$ cat src/design/tti_pkg.sv
package tti_pkg;

    // field and register widths
    localparam int FULL_W     = 21;
    localparam int TICKS_W    = 7;
    localparam int KIND_W     = 3;
    localparam int VAL_W      = 21;
    localparam int EV_W       = 2;
    localparam int TS_W       = 32;
    localparam int OFS_W      = 10;
    localparam int CFG_IDX_W  = 2;
    localparam int CFG_DATA_W = 21;

    // internal widths
    localparam int HALF_W     = 20;               // clamped half interval in us
    localparam int MATCH_W    = 27;               // 1000000 * 127 fits
    localparam int SUM_W      = 22;               // signed sums of us values
    localparam int MUL_A_W    = 32;
    localparam int MUL_B_W    = 20;
    localparam int PROD_W     = MUL_A_W + MUL_B_W;
    localparam int DIVD_W     = MATCH_W + HALF_W; // count times half
    localparam int DIV_STEPS  = DIVD_W;
    localparam int CNT_W      = $clog2(DIV_STEPS + 1);

    // limits
    localparam int HALF_MIN     = 100;
    localparam int HALF_MAX     = 1000000;
    localparam int OFFSET_LIMIT = 500;

    // reset values
    localparam int FULL_RESET  = 5000;
    localparam int TICKS_RESET = 2;
    localparam int BASE_RESET  = 2500 * 2;

    // register indexes
    localparam logic [CFG_IDX_W-1:0] CFG_FULL  = CFG_IDX_W'(0);
    localparam logic [CFG_IDX_W-1:0] CFG_TICKS = CFG_IDX_W'(1);

    // event codes
    localparam logic [EV_W-1:0] EV_NONE = 2'd0;
    localparam logic [EV_W-1:0] EV_TICK = 2'd1;
    localparam logic [EV_W-1:0] EV_TOCK = 2'd2;

    typedef enum logic [KIND_W-1:0] {
        K_CLOCK   = 3'd0,
        K_PHASE   = 3'd1,
        K_OFS_ADD = 3'd2,
        K_OFS_CLR = 3'd3,
        K_START   = 3'd4,
        K_STOP    = 3'd5,
        K_PAUSE   = 3'd6,
        K_RESUME  = 3'd7
    } t_kind;

    typedef enum logic [2:0] {
        S_IDLE,
        S_EXEC,
        S_FIRE,
        S_MULTS,
        S_MULFR,
        S_DIV,
        S_DONE
    } t_state;

endpackage

$ cat src/design/tti_in_if.sv
interface tti_in_if import tti_pkg::*; ();
    logic                    valid;
    logic                    ready;
    logic [KIND_W-1:0]       kind;
    logic signed [VAL_W-1:0] value;

    modport source (output valid, output kind, output value, input ready);
    modport sink   (input valid, input kind, input value, output ready);
endinterface

$ cat src/design/tti_out_if.sv
interface tti_out_if import tti_pkg::*; ();
    logic                    valid;
    logic                    ready;
    logic [EV_W-1:0]         event_res;
    logic [TS_W-1:0]         timestamp_us;
    logic signed [OFS_W-1:0] frequency_offset;
    logic                    active;

    modport source (output valid, output event_res, output timestamp_us,
                    output frequency_offset, output active, input ready);
    modport sink   (input valid, input event_res, input timestamp_us,
                    input frequency_offset, input active, output ready);
endinterface

$ cat src/design/tick_tock_interval_timer_top.sv
// channel    | dir | handshake      | payload
// -----------+-----+----------------+------------------------------------------------
// i_item     | in  | valid / ready  | kind[2:0], value[20:0] signed
// o_result   | out | valid / ready  | event_res[1:0], timestamp_us[31:0],
//            |     |                | frequency_offset[9:0] signed, active
// i_cfg_*    | in  | write enable   | i_cfg_idx[1:0], i_cfg_data[20:0]
//
// an item runs exec, fire when it raises an event, the two timestamp products and the
// bit-serial restoring divider (47 steps), then waits in done for the output register
// one shared 32x20 multiplier serves base, match, and both timestamp products in turn
// reset is synchronous active low and loads the register and timer reset values
// a finished beat sits in the output register; the next item is taken while it waits
// config writes must come while idle, unenforced; base, and match if active, rebuild
module tick_tock_interval_timer_top import tti_pkg::*; (
    input  logic                  i_clk,
    input  logic                  i_rst_n,
    input  logic                  i_cfg_we,
    input  logic [CFG_IDX_W-1:0]  i_cfg_idx,
    input  logic [CFG_DATA_W-1:0] i_cfg_data,
    tti_in_if.sink                i_item,
    tti_out_if.source             o_result
);

    // state
    t_state                   r_state, n_state;
    logic [FULL_W-1:0]        r_full;
    logic [TICKS_W-1:0]       r_ticks;
    logic                     r_cfg_pend;
    logic [MATCH_W-1:0]       r_pc;
    logic [MATCH_W-1:0]       r_cur_match;
    logic [MATCH_W-1:0]       r_base_match;
    logic [TS_W-1:0]          r_half_events;
    logic                     r_tock;
    logic                     r_running;
    logic                     r_paused;
    logic signed [VAL_W-1:0]  r_pending;
    logic signed [OFS_W-1:0]  r_ofs;

    // per-item working registers
    t_kind                    r_kind;
    logic signed [VAL_W-1:0]  r_val;
    logic [EV_W-1:0]          r_ev;
    logic [HALF_W-1:0]        r_next_us;
    logic [TS_W-1:0]          r_ts_base;
    logic [DIVD_W-1:0]        r_quo;
    logic [MATCH_W-1:0]       r_rem;
    logic [CNT_W-1:0]         r_cnt;

    // output register
    logic                     r_out_valid;
    logic [EV_W-1:0]          r_out_ev;
    logic [TS_W-1:0]          r_out_ts;
    logic signed [OFS_W-1:0]  r_out_ofs;
    logic                     r_out_act;

    // combinational
    logic                     w_accept;
    logic                     w_in_ready;
    logic                     w_load;
    logic                     w_active;
    logic [HALF_W-1:0]        w_half;
    logic [TICKS_W-1:0]       w_ticks;
    logic [MATCH_W-1:0]       w_pc_inc;
    logic                     w_fire;
    logic signed [SUM_W-1:0]  w_next_sum;
    logic [HALF_W-1:0]        w_next_us;
    logic signed [SUM_W-1:0]  w_val_x;
    logic signed [SUM_W-1:0]  w_ph_hi;
    logic signed [SUM_W-1:0]  w_ph_lo;
    logic signed [VAL_W-1:0]  w_phase;
    logic signed [SUM_W-1:0]  w_ofs_sum;
    logic signed [OFS_W-1:0]  w_ofs_new;
    logic [MUL_A_W-1:0]       w_mul_a;
    logic [MUL_B_W-1:0]       w_mul_b;
    logic [PROD_W-1:0]        w_prod;
    logic [MATCH_W:0]         w_trial;
    logic                     w_ge;

    assign w_accept = i_item.valid && w_in_ready;
    assign w_active = r_running && !r_paused;

    // half interval and effective tick rate
    always_comb begin
        w_half = r_full[FULL_W-1:1];
        if (w_half < HALF_W'(HALF_MIN)) w_half = HALF_W'(HALF_MIN);
        if (w_half > HALF_W'(HALF_MAX)) w_half = HALF_W'(HALF_MAX);
        w_ticks = (r_ticks == '0) ? TICKS_W'(1) : r_ticks;
    end

    // clock count and match
    assign w_pc_inc = r_pc + MATCH_W'(1);
    assign w_fire   = (r_kind == K_CLOCK) && w_active && (w_pc_inc >= r_cur_match);

    // next half period in us, phase shift only on a tock
    always_comb begin
        w_next_sum = $signed({2'b00, w_half})
                   + $signed({{(SUM_W-OFS_W){r_ofs[OFS_W-1]}}, r_ofs});
        if (r_tock)
            w_next_sum = w_next_sum
                       + $signed({{(SUM_W-VAL_W){r_pending[VAL_W-1]}}, r_pending});
        if (w_next_sum < $signed(SUM_W'(HALF_MIN)))
            w_next_us = HALF_W'(HALF_MIN);
        else if (w_next_sum > $signed(SUM_W'(HALF_MAX)))
            w_next_us = HALF_W'(HALF_MAX);
        else
            w_next_us = w_next_sum[HALF_W-1:0];
    end

    // phase shift saturation
    always_comb begin
        w_val_x = $signed({{(SUM_W-VAL_W){r_val[VAL_W-1]}}, r_val});
        w_ph_hi = $signed(SUM_W'(HALF_MAX)) - $signed({2'b00, w_half});
        w_ph_lo = $signed(SUM_W'(HALF_MIN)) - $signed({2'b00, w_half});
        if (w_val_x > w_ph_hi)
            w_phase = w_ph_hi[VAL_W-1:0];
        else if (w_val_x < w_ph_lo)
            w_phase = w_ph_lo[VAL_W-1:0];
        else
            w_phase = r_val;
    end

    // offset accumulate with saturation
    always_comb begin
        w_ofs_sum = $signed({{(SUM_W-OFS_W){r_ofs[OFS_W-1]}}, r_ofs}) + w_val_x;
        if (w_ofs_sum > $signed(SUM_W'(OFFSET_LIMIT)))
            w_ofs_new = OFS_W'(OFFSET_LIMIT);
        else if (w_ofs_sum < -$signed(SUM_W'(OFFSET_LIMIT)))
            w_ofs_new = -$signed(OFS_W'(OFFSET_LIMIT));
        else
            w_ofs_new = w_ofs_sum[OFS_W-1:0];
    end

    // shared multiplier
    assign w_prod = PROD_W'(w_mul_a) * PROD_W'(w_mul_b);

    // divider step
    assign w_trial = {r_rem, r_quo[DIVD_W-1]};
    assign w_ge    = w_trial >= {1'b0, r_base_match};

    // next state
    always_comb begin
        n_state = r_state;
        case (r_state)
            S_IDLE:  if (w_accept) n_state = S_EXEC;
            S_EXEC:  n_state = w_fire ? S_FIRE : S_MULTS;
            S_FIRE:  n_state = S_MULTS;
            S_MULTS: n_state = S_MULFR;
            S_MULFR: n_state = S_DIV;
            S_DIV:   if (r_cnt == CNT_W'(DIV_STEPS - 1)) n_state = S_DONE;
            S_DONE:  if (w_load) n_state = S_IDLE;
            default: n_state = S_IDLE;
        endcase
    end

    // sequencer outputs: handshake and multiplier operands
    always_comb begin
        w_in_ready = 1'b0;
        w_load     = 1'b0;
        w_mul_a    = MUL_A_W'(w_half);
        w_mul_b    = MUL_B_W'(w_ticks);
        case (r_state)
            S_IDLE:  w_in_ready = 1'b1;
            S_FIRE:  begin
                w_mul_a = MUL_A_W'(r_next_us);
                w_mul_b = MUL_B_W'(w_ticks);
            end
            S_MULTS: begin
                w_mul_a = r_half_events;
                w_mul_b = MUL_B_W'(w_half);
            end
            S_MULFR: begin
                w_mul_a = MUL_A_W'(r_pc);
                w_mul_b = MUL_B_W'(w_half);
            end
            S_DONE:  w_load = !r_out_valid || o_result.ready;
            default: w_load = 1'b0;
        endcase
    end

    // state register
    always_ff @(posedge i_clk) begin
        if (!i_rst_n) begin
            r_state <= S_IDLE;
        end else begin
            r_state <= n_state;
        end
    end

    // timer state, config and output valid
    always_ff @(posedge i_clk) begin
        if (!i_rst_n) begin
            r_full        <= FULL_W'(FULL_RESET);
            r_ticks       <= TICKS_W'(TICKS_RESET);
            r_cfg_pend    <= 1'b0;
            r_pc          <= '0;
            r_cur_match   <= MATCH_W'(BASE_RESET);
            r_base_match  <= MATCH_W'(BASE_RESET);
            r_half_events <= '0;
            r_tock        <= 1'b1;
            r_running     <= 1'b0;
            r_paused      <= 1'b0;
            r_pending     <= '0;
            r_ofs         <= '0;
            r_cnt         <= '0;
            r_out_valid   <= 1'b0;
        end else begin
            // rebuild base match after a register write
            if (r_state == S_IDLE && r_cfg_pend) begin
                r_base_match <= w_prod[MATCH_W-1:0];
                if (w_active) r_cur_match <= w_prod[MATCH_W-1:0];
            end

            // rebuild request, a fresh write outlasts a rebuild in the same cycle
            if (i_cfg_we && (i_cfg_idx == CFG_FULL || i_cfg_idx == CFG_TICKS))
                r_cfg_pend <= 1'b1;
            else if (r_state == S_IDLE)
                r_cfg_pend <= 1'b0;

            // register writes
            if (i_cfg_we) begin
                case (i_cfg_idx)
                    CFG_FULL:  r_full  <= i_cfg_data[FULL_W-1:0];
                    CFG_TICKS: r_ticks <= i_cfg_data[TICKS_W-1:0];
                    default: ;
                endcase
            end

            // item update
            if (r_state == S_EXEC) begin
                case (r_kind)
                    K_CLOCK: begin
                        if (w_active) begin
                            if (w_fire) begin
                                r_half_events <= r_half_events + TS_W'(1);
                                if (r_tock) r_pending <= '0;
                                r_pc   <= '0;
                                r_tock <= !r_tock;
                            end else begin
                                r_pc <= w_pc_inc;
                            end
                        end
                    end
                    K_PHASE:   r_pending <= w_phase;
                    K_OFS_ADD: r_ofs <= w_ofs_new;
                    K_OFS_CLR: r_ofs <= '0;
                    K_START: begin
                        if (!r_running) begin
                            r_running <= 1'b1;
                            r_paused  <= 1'b0;
                            r_tock    <= 1'b1;
                            r_pc      <= '0;
                        end
                    end
                    K_STOP:    r_running <= 1'b0;
                    K_PAUSE:   if (r_running && !r_paused) r_paused <= 1'b1;
                    K_RESUME: begin
                        if (r_running && r_paused) begin
                            r_tock   <= 1'b1;
                            r_paused <= 1'b0;
                        end
                    end
                    default: ;
                endcase
            end

            // new match after an event
            if (r_state == S_FIRE) r_cur_match <= w_prod[MATCH_W-1:0];

            // divider step count
            if (r_state == S_MULFR)
                r_cnt <= '0;
            else if (r_state == S_DIV)
                r_cnt <= r_cnt + CNT_W'(1);

            // output beat
            if (w_load)
                r_out_valid <= 1'b1;
            else if (o_result.ready)
                r_out_valid <= 1'b0;
        end
    end

    // working payload
    always_ff @(posedge i_clk) begin
        case (r_state)
            S_IDLE: begin
                if (w_accept) begin
                    r_kind <= t_kind'(i_item.kind);
                    r_val  <= i_item.value;
                end
            end
            S_EXEC: begin
                r_next_us <= w_next_us;
                if (w_fire)
                    r_ev <= r_tock ? EV_TOCK : EV_TICK;
                else
                    r_ev <= EV_NONE;
            end
            S_MULTS: r_ts_base <= w_prod[TS_W-1:0];
            S_MULFR: begin
                r_quo <= w_prod[DIVD_W-1:0];
                r_rem <= '0;
            end
            S_DIV: begin
                r_rem <= w_ge ? (w_trial[MATCH_W-1:0] - r_base_match)
                              : w_trial[MATCH_W-1:0];
                r_quo <= {r_quo[DIVD_W-2:0], w_ge};
            end
            S_DONE: begin
                if (w_load) begin
                    r_out_ev  <= r_ev;
                    r_out_ts  <= r_ts_base + r_quo[TS_W-1:0];
                    r_out_ofs <= r_ofs;
                    r_out_act <= w_active;
                end
            end
            default: ;
        endcase
    end

    assign i_item.ready              = w_in_ready;
    assign o_result.valid            = r_out_valid;
    assign o_result.event_res        = r_out_ev;
    assign o_result.timestamp_us     = r_out_ts;
    assign o_result.frequency_offset = r_out_ofs;
    assign o_result.active           = r_out_act;

    // checks
    a_accept_exec: assert property (@(posedge i_clk) disable iff (!i_rst_n)
        w_accept |=> r_state == S_EXEC)
        else $error("accepted beat did not start execution");

    a_rem_bound: assert property (@(posedge i_clk) disable iff (!i_rst_n)
        r_state == S_DIV |-> r_rem < r_base_match)
        else $error("divider remainder out of range");

    a_out_from_done: assert property (@(posedge i_clk) disable iff (!i_rst_n)
        $rose(r_out_valid) |-> $past(r_state == S_DONE))
        else $error("result beat raised outside completion");

endmodule

$ cat src/flat_wrapper.sv
// flat-port wrapper written by rule: the top's interface ports become plain ports
module tick_tock_interval_timer_top_flat import tti_pkg::*;
  (i_clk, i_rst_n, i_cfg_we, i_cfg_idx, i_cfg_data, i_item_valid, i_item_kind, i_item_value, i_item_ready, o_result_valid, o_result_event_res, o_result_timestamp_us, o_result_frequency_offset, o_result_active, o_result_ready);
  tti_in_if i_item_i ();
  tti_out_if o_result_i ();
  input  logic i_clk;
  input  logic i_rst_n;
  input  logic i_cfg_we;
  input  logic [CFG_IDX_W-1:0] i_cfg_idx;
  input  logic [CFG_DATA_W-1:0] i_cfg_data;
  input wire logic [$bits(i_item_i.valid)-1:0] i_item_valid;
  input wire logic [$bits(i_item_i.kind)-1:0] i_item_kind;
  input wire logic [$bits(i_item_i.value)-1:0] i_item_value;
  output wire logic [$bits(i_item_i.ready)-1:0] i_item_ready;
  output wire logic [$bits(o_result_i.valid)-1:0] o_result_valid;
  output wire logic [$bits(o_result_i.event_res)-1:0] o_result_event_res;
  output wire logic [$bits(o_result_i.timestamp_us)-1:0] o_result_timestamp_us;
  output wire logic [$bits(o_result_i.frequency_offset)-1:0] o_result_frequency_offset;
  output wire logic [$bits(o_result_i.active)-1:0] o_result_active;
  input wire logic [$bits(o_result_i.ready)-1:0] o_result_ready;
  assign i_item_i.valid = i_item_valid;
  assign i_item_i.kind = i_item_kind;
  assign i_item_i.value = i_item_value;
  assign i_item_ready = i_item_i.ready;
  assign o_result_valid = o_result_i.valid;
  assign o_result_event_res = o_result_i.event_res;
  assign o_result_timestamp_us = o_result_i.timestamp_us;
  assign o_result_frequency_offset = o_result_i.frequency_offset;
  assign o_result_active = o_result_i.active;
  assign o_result_i.ready = o_result_ready;
  tick_tock_interval_timer_top u_core (.i_clk(i_clk), .i_rst_n(i_rst_n), .i_cfg_we(i_cfg_we), .i_cfg_idx(i_cfg_idx), .i_cfg_data(i_cfg_data), .i_item(i_item_i), .o_result(o_result_i));
endmodule
$ cat config.mk
export PLATFORM = sky130hd
export DESIGN_NAME = tick_tock_interval_timer_top_flat
export DESIGN_NICKNAME = d
export VERILOG_FILES = /design/src/design/tti_pkg.sv /design/src/design/tti_in_if.sv /design/src/design/tti_out_if.sv /design/src/design/tick_tock_interval_timer_top.sv /design/src/flat_wrapper.sv
export SDC_FILE = /design/constraint.sdc
export NUM_CORES = 2
export LEC_CHECK = 0
export BUFFER_PORTS_ARGS = -buffer_cell sky130_fd_sc_hd__buf_2
export CAP_MARGIN = 15
export CORE_MARGIN = 8
export CORE_UTILIZATION = 55
export DETAILED_ROUTE_END_ITERATION = 8
export PLACE_DENSITY_LB_ADDON = 0.15
export SYNTH_ARGS = -nofsm -noshare
export SYNTH_HDL_FRONTEND = slang
export SYNTH_SLANG_ARGS = --single-unit
$ cat constraint.sdc
create_clock -name i_clk -period 11.8 [get_ports i_clk]
set_input_delay 1.18 -clock i_clk [delete_from_list [all_inputs] [get_ports i_clk]]
set_output_delay 1.18 -clock i_clk [all_outputs]
set_load 0.03 [all_outputs]
==> summary.txt <==
Run status
  – Result of the run: finished, final reports clean

Timing
  – Slew headroom: 14.70%
  – Fin. Hold Viols: 0
  – RSZ-0062 raised after global routing: no
  – Period utilization: 90.19%
  – Setup Skew: 0.01883 ns
  – Final min period: 10.64 ns
  – Min Hold Slack: 0.4226 ns
  – Worst Tran Pin Value: 1.271 ns
  – Max Clk Rate: 93.96 MHz
  – Number of setup violations in the final report: 0
  – Final slew viol count: 0
  – TNS Setup: 0 ns

Global route
  – Vias in the first global route: 36,170
  – Initial antenna violation count: 2
  – Global route overflow: 0
  – Largest net degree at the start of global routing: 89
  – First-pass GRT wire length: 211.1 mm
  – Total Routing Usage GR: 30.12%

Clock tree
  – Worst-skew pair later-pin latency: 0.62 ns
  – # clock sinks: 382
  – CTS root buf: clkbuf_16
  – Post-CTS Setup Repair Bufs: 0
  – Hold Buf Count CTS: 0
  – Htree depth: 2
  – Inserted Clock Buffers: 45
  – TritonCTS clock tree: done
  – Post-CTS Resized: 0
  – Clock transition at the registers of the reported paths: 0.06 ns
  – Clock buffer depth: 3

Finish
  – Share of post-route cells with drive strength above 1: 6.684%
  – Ant. Diodes: 0
  – Post-route insts no fill: 6,197
  – Area grow syn2layout: 7.770%
  – Register area: 9619 um2
  – Nets@finish: 6,019
  – Utilization after layout: 59.96%
  – Footprint of the multi-input gates: 31,090 um2
  – Filler Cell Count: 7,109

Die
  – Starting density of the core: 55.64%
  – Chip Height: 298.9 um
  – Row cnt: 103
  – Core Region: 79,130 um2
  – Die W: 298.9 um
  – Die Area: 89,360 um2
  – # IOs: 99

Pwr
  – PnR Total Power: 4.674 mW
  – Comb pwr share: 34.5%
  – Psw: 1.747 mW
  – Peak VDD IR: 125.8 uV
  – Pwr/cell area: 98.51 nW/um2
  – Switching Share: 37.37%
  – Clock share of power: 31.8%
  – Sequential power share: 33.6%
  – Design internal power: 2.928 mW
  – Leak: 21.69 nW

Critical path
  – Slowest Stage Delay on Critical Path: 0.74 ns
  – Worst path slowest cell: dfxtp_1
  – Setup CP Type: reg -> reg
  – Worst EP arrival: 10.98 ns
  – Crit. End Element: flip-flop
  – CP Launch Type: flip-flop
  – Worst Path Required: 12.14 ns
  – Worst reg-to-reg path cell count: 33
  – Critical path fanouts, max: 23

Logic synthesis
  – Syn_nets: 5,990
  – Syn avg cell area: 8.665 um2
  – Synth top cells by count: nand2_1 (726), inv_1 (685), nor2_1 (547), fa_1 (533), ha_1 (324)
  – Area share of the largest cell type after synthesis: 24.24%
  – Count leader, synth: nand2_1
  – Number of library cell types mapped by synthesis: 90
  – Main synth FF type: edfxtp_1
  – Synth async-reset ratio: 0%
  – Sequential area share after synthesis: 21.85%
  – Synth warnings: 0
  – Synth area leaders: fa_1 (24%), edfxtp_1 (13%), ha_1 (9.2%)
  – Flops & latches, synth: 382
  – Post-Syn Area: 44,030 um2
  – Post-Syn Instances: 5,081
  – Post-synth EDFFs: 197
  – Post-synth top area cell: fa_1

Detailed routing
  – Drc violations: 0
  – Routed vias: 36,280
  – Routed len/inst: 21.95 um
  – DRT iter0 DRCs: 3,280
  – Routed vias/inst: 5.854
  – Final wirelength: 136.0 mm
  – DRT antenna net count: 0
  – TritonRoute pass-1 iters: 8

Placed design
  – Placed insts: 6,110
  – DP HPWL: 106.9 mm
  – Port bufs: 98
  – Placer Congestion: 1.007

Min path
  – Hold WC Path Type: reg -> reg
  – Hold path cells: 0

Run
  – Max cap viols: 0
## sequential cells by signal (all words and copies together), names as in the netlist, 21 cells and up
| signal | cells |
|---|---|
| u_core.r_quo | 47 |
| u_core.o_result.timestamp_us | 32 |
| u_core.r_half_events | 32 |
| u_core.r_ts_base | 32 |
| u_core.r_base_match | 27 |
| u_core.r_cur_match | 27 |
| u_core.r_pc | 27 |
| u_core.r_rem | 27 |
| u_core.r_pending | 21 |
| u_core.r_val | 21 |
## power groups by stage
| stage | clock [mW] | combinational, mW | sequential (mW) |
|---|---|---|---|
| after detailed placement | 0 | 1.58 | 1.60 |
| after global routing | 1.56 | 1.77 | 1.58 |
| final | 1.49 | 1.61 | 1.57 |
| after global placement | 0 | 1.55 | 1.60 |
| after floorplan | 0 | 1.09 | 1.58 |
| after CTS | 1.52 | 1.59 | 1.57 |
## final timing paths
kind         slack, ns                      endpoint              start
min reg2reg       0.42  u_core.o_result.event_res[0]     u_core.r_ev[0]
max               1.16              u_core.r_quo[35]  u_core.r_full[17]
min               0.42  u_core.o_result.event_res[0]     u_core.r_ev[0]
max reg2reg       1.16              u_core.r_quo[35]  u_core.r_full[17]
## routing by layer
metal / vias up / share of wire [%] / wire length (um) / global-route usage, %
met5: - / 0.0074 / 10 / 0
met4: 2 / 5.4 / 7414 / 13.17
met3: 349 / 8.3 / 11230 / 4.909
met2: 1409 / 45 / 61450 / 48.78
met1: 17710 / 41 / 55940 / 39.85
li1: 16810 / - / - / -
## stage by stage
step	instance area, um2	setup slack, ns
4_1_cts	47400	1.303
2_1_floorplan	44030	2.948
6_report	47450	1.157
3_3_place_gp	45820	1.593
3_5_place_dp	45820	1.364
5_1_grt	47450	0.5970
## critical path, delay by kind of cell (launching register included)
kind,cells,cell delay (ns)
buffers and inverters,5,0.40
adder cells (fa/ha/maj),8,3.41
AND/OR/NAND/NOR,7,1.79
flip-flops,1,0.74
AO/OA/AOI/OAI,11,3.24
multiplexers,1,0.61
XOR/XNOR,1,0.17
## layout by cell type, fill, tap and decap left out, types with 56 or more instances in the layout
master / instances
edfxtp_1: 197
a21boi_0: 62
o21ai_0: 181
nor3_1: 58
ha_1: 324
xnor2_1: 139
o21a_1: 59
buf_4: 97
fa_1: 533
dfxtp_1: 185
nor2_1: 544
nand3_1: 84
buf_2: 97
a21oi_1: 188
xor2_1: 69
mux2i_1: 56
a21o_1: 93
nand2_1: 725
inv_1: 685
## layout make-up
type	instances	share of cell area, %
clock inverters	30	0.7515
repair buffers	196	2.640
clock buffers	54	2.574
flip-flops and latches	382	20.27
multi-input cells	3795	65.53
inverters	690	5.459
well taps	1050	2.769
## cells by family after synthesis
group	share of synthesized area (%)
XOR/XNOR	4.138
adder cells (fa/ha/maj)	33.44
multiplexers	1.657
buffers and inverters	7.727
AND/OR/NAND/NOR	17.29
flip-flops	21.85
AO/OA/AOI/OAI	13.90
No activity file was read; power rests on OpenSTA's default activity.
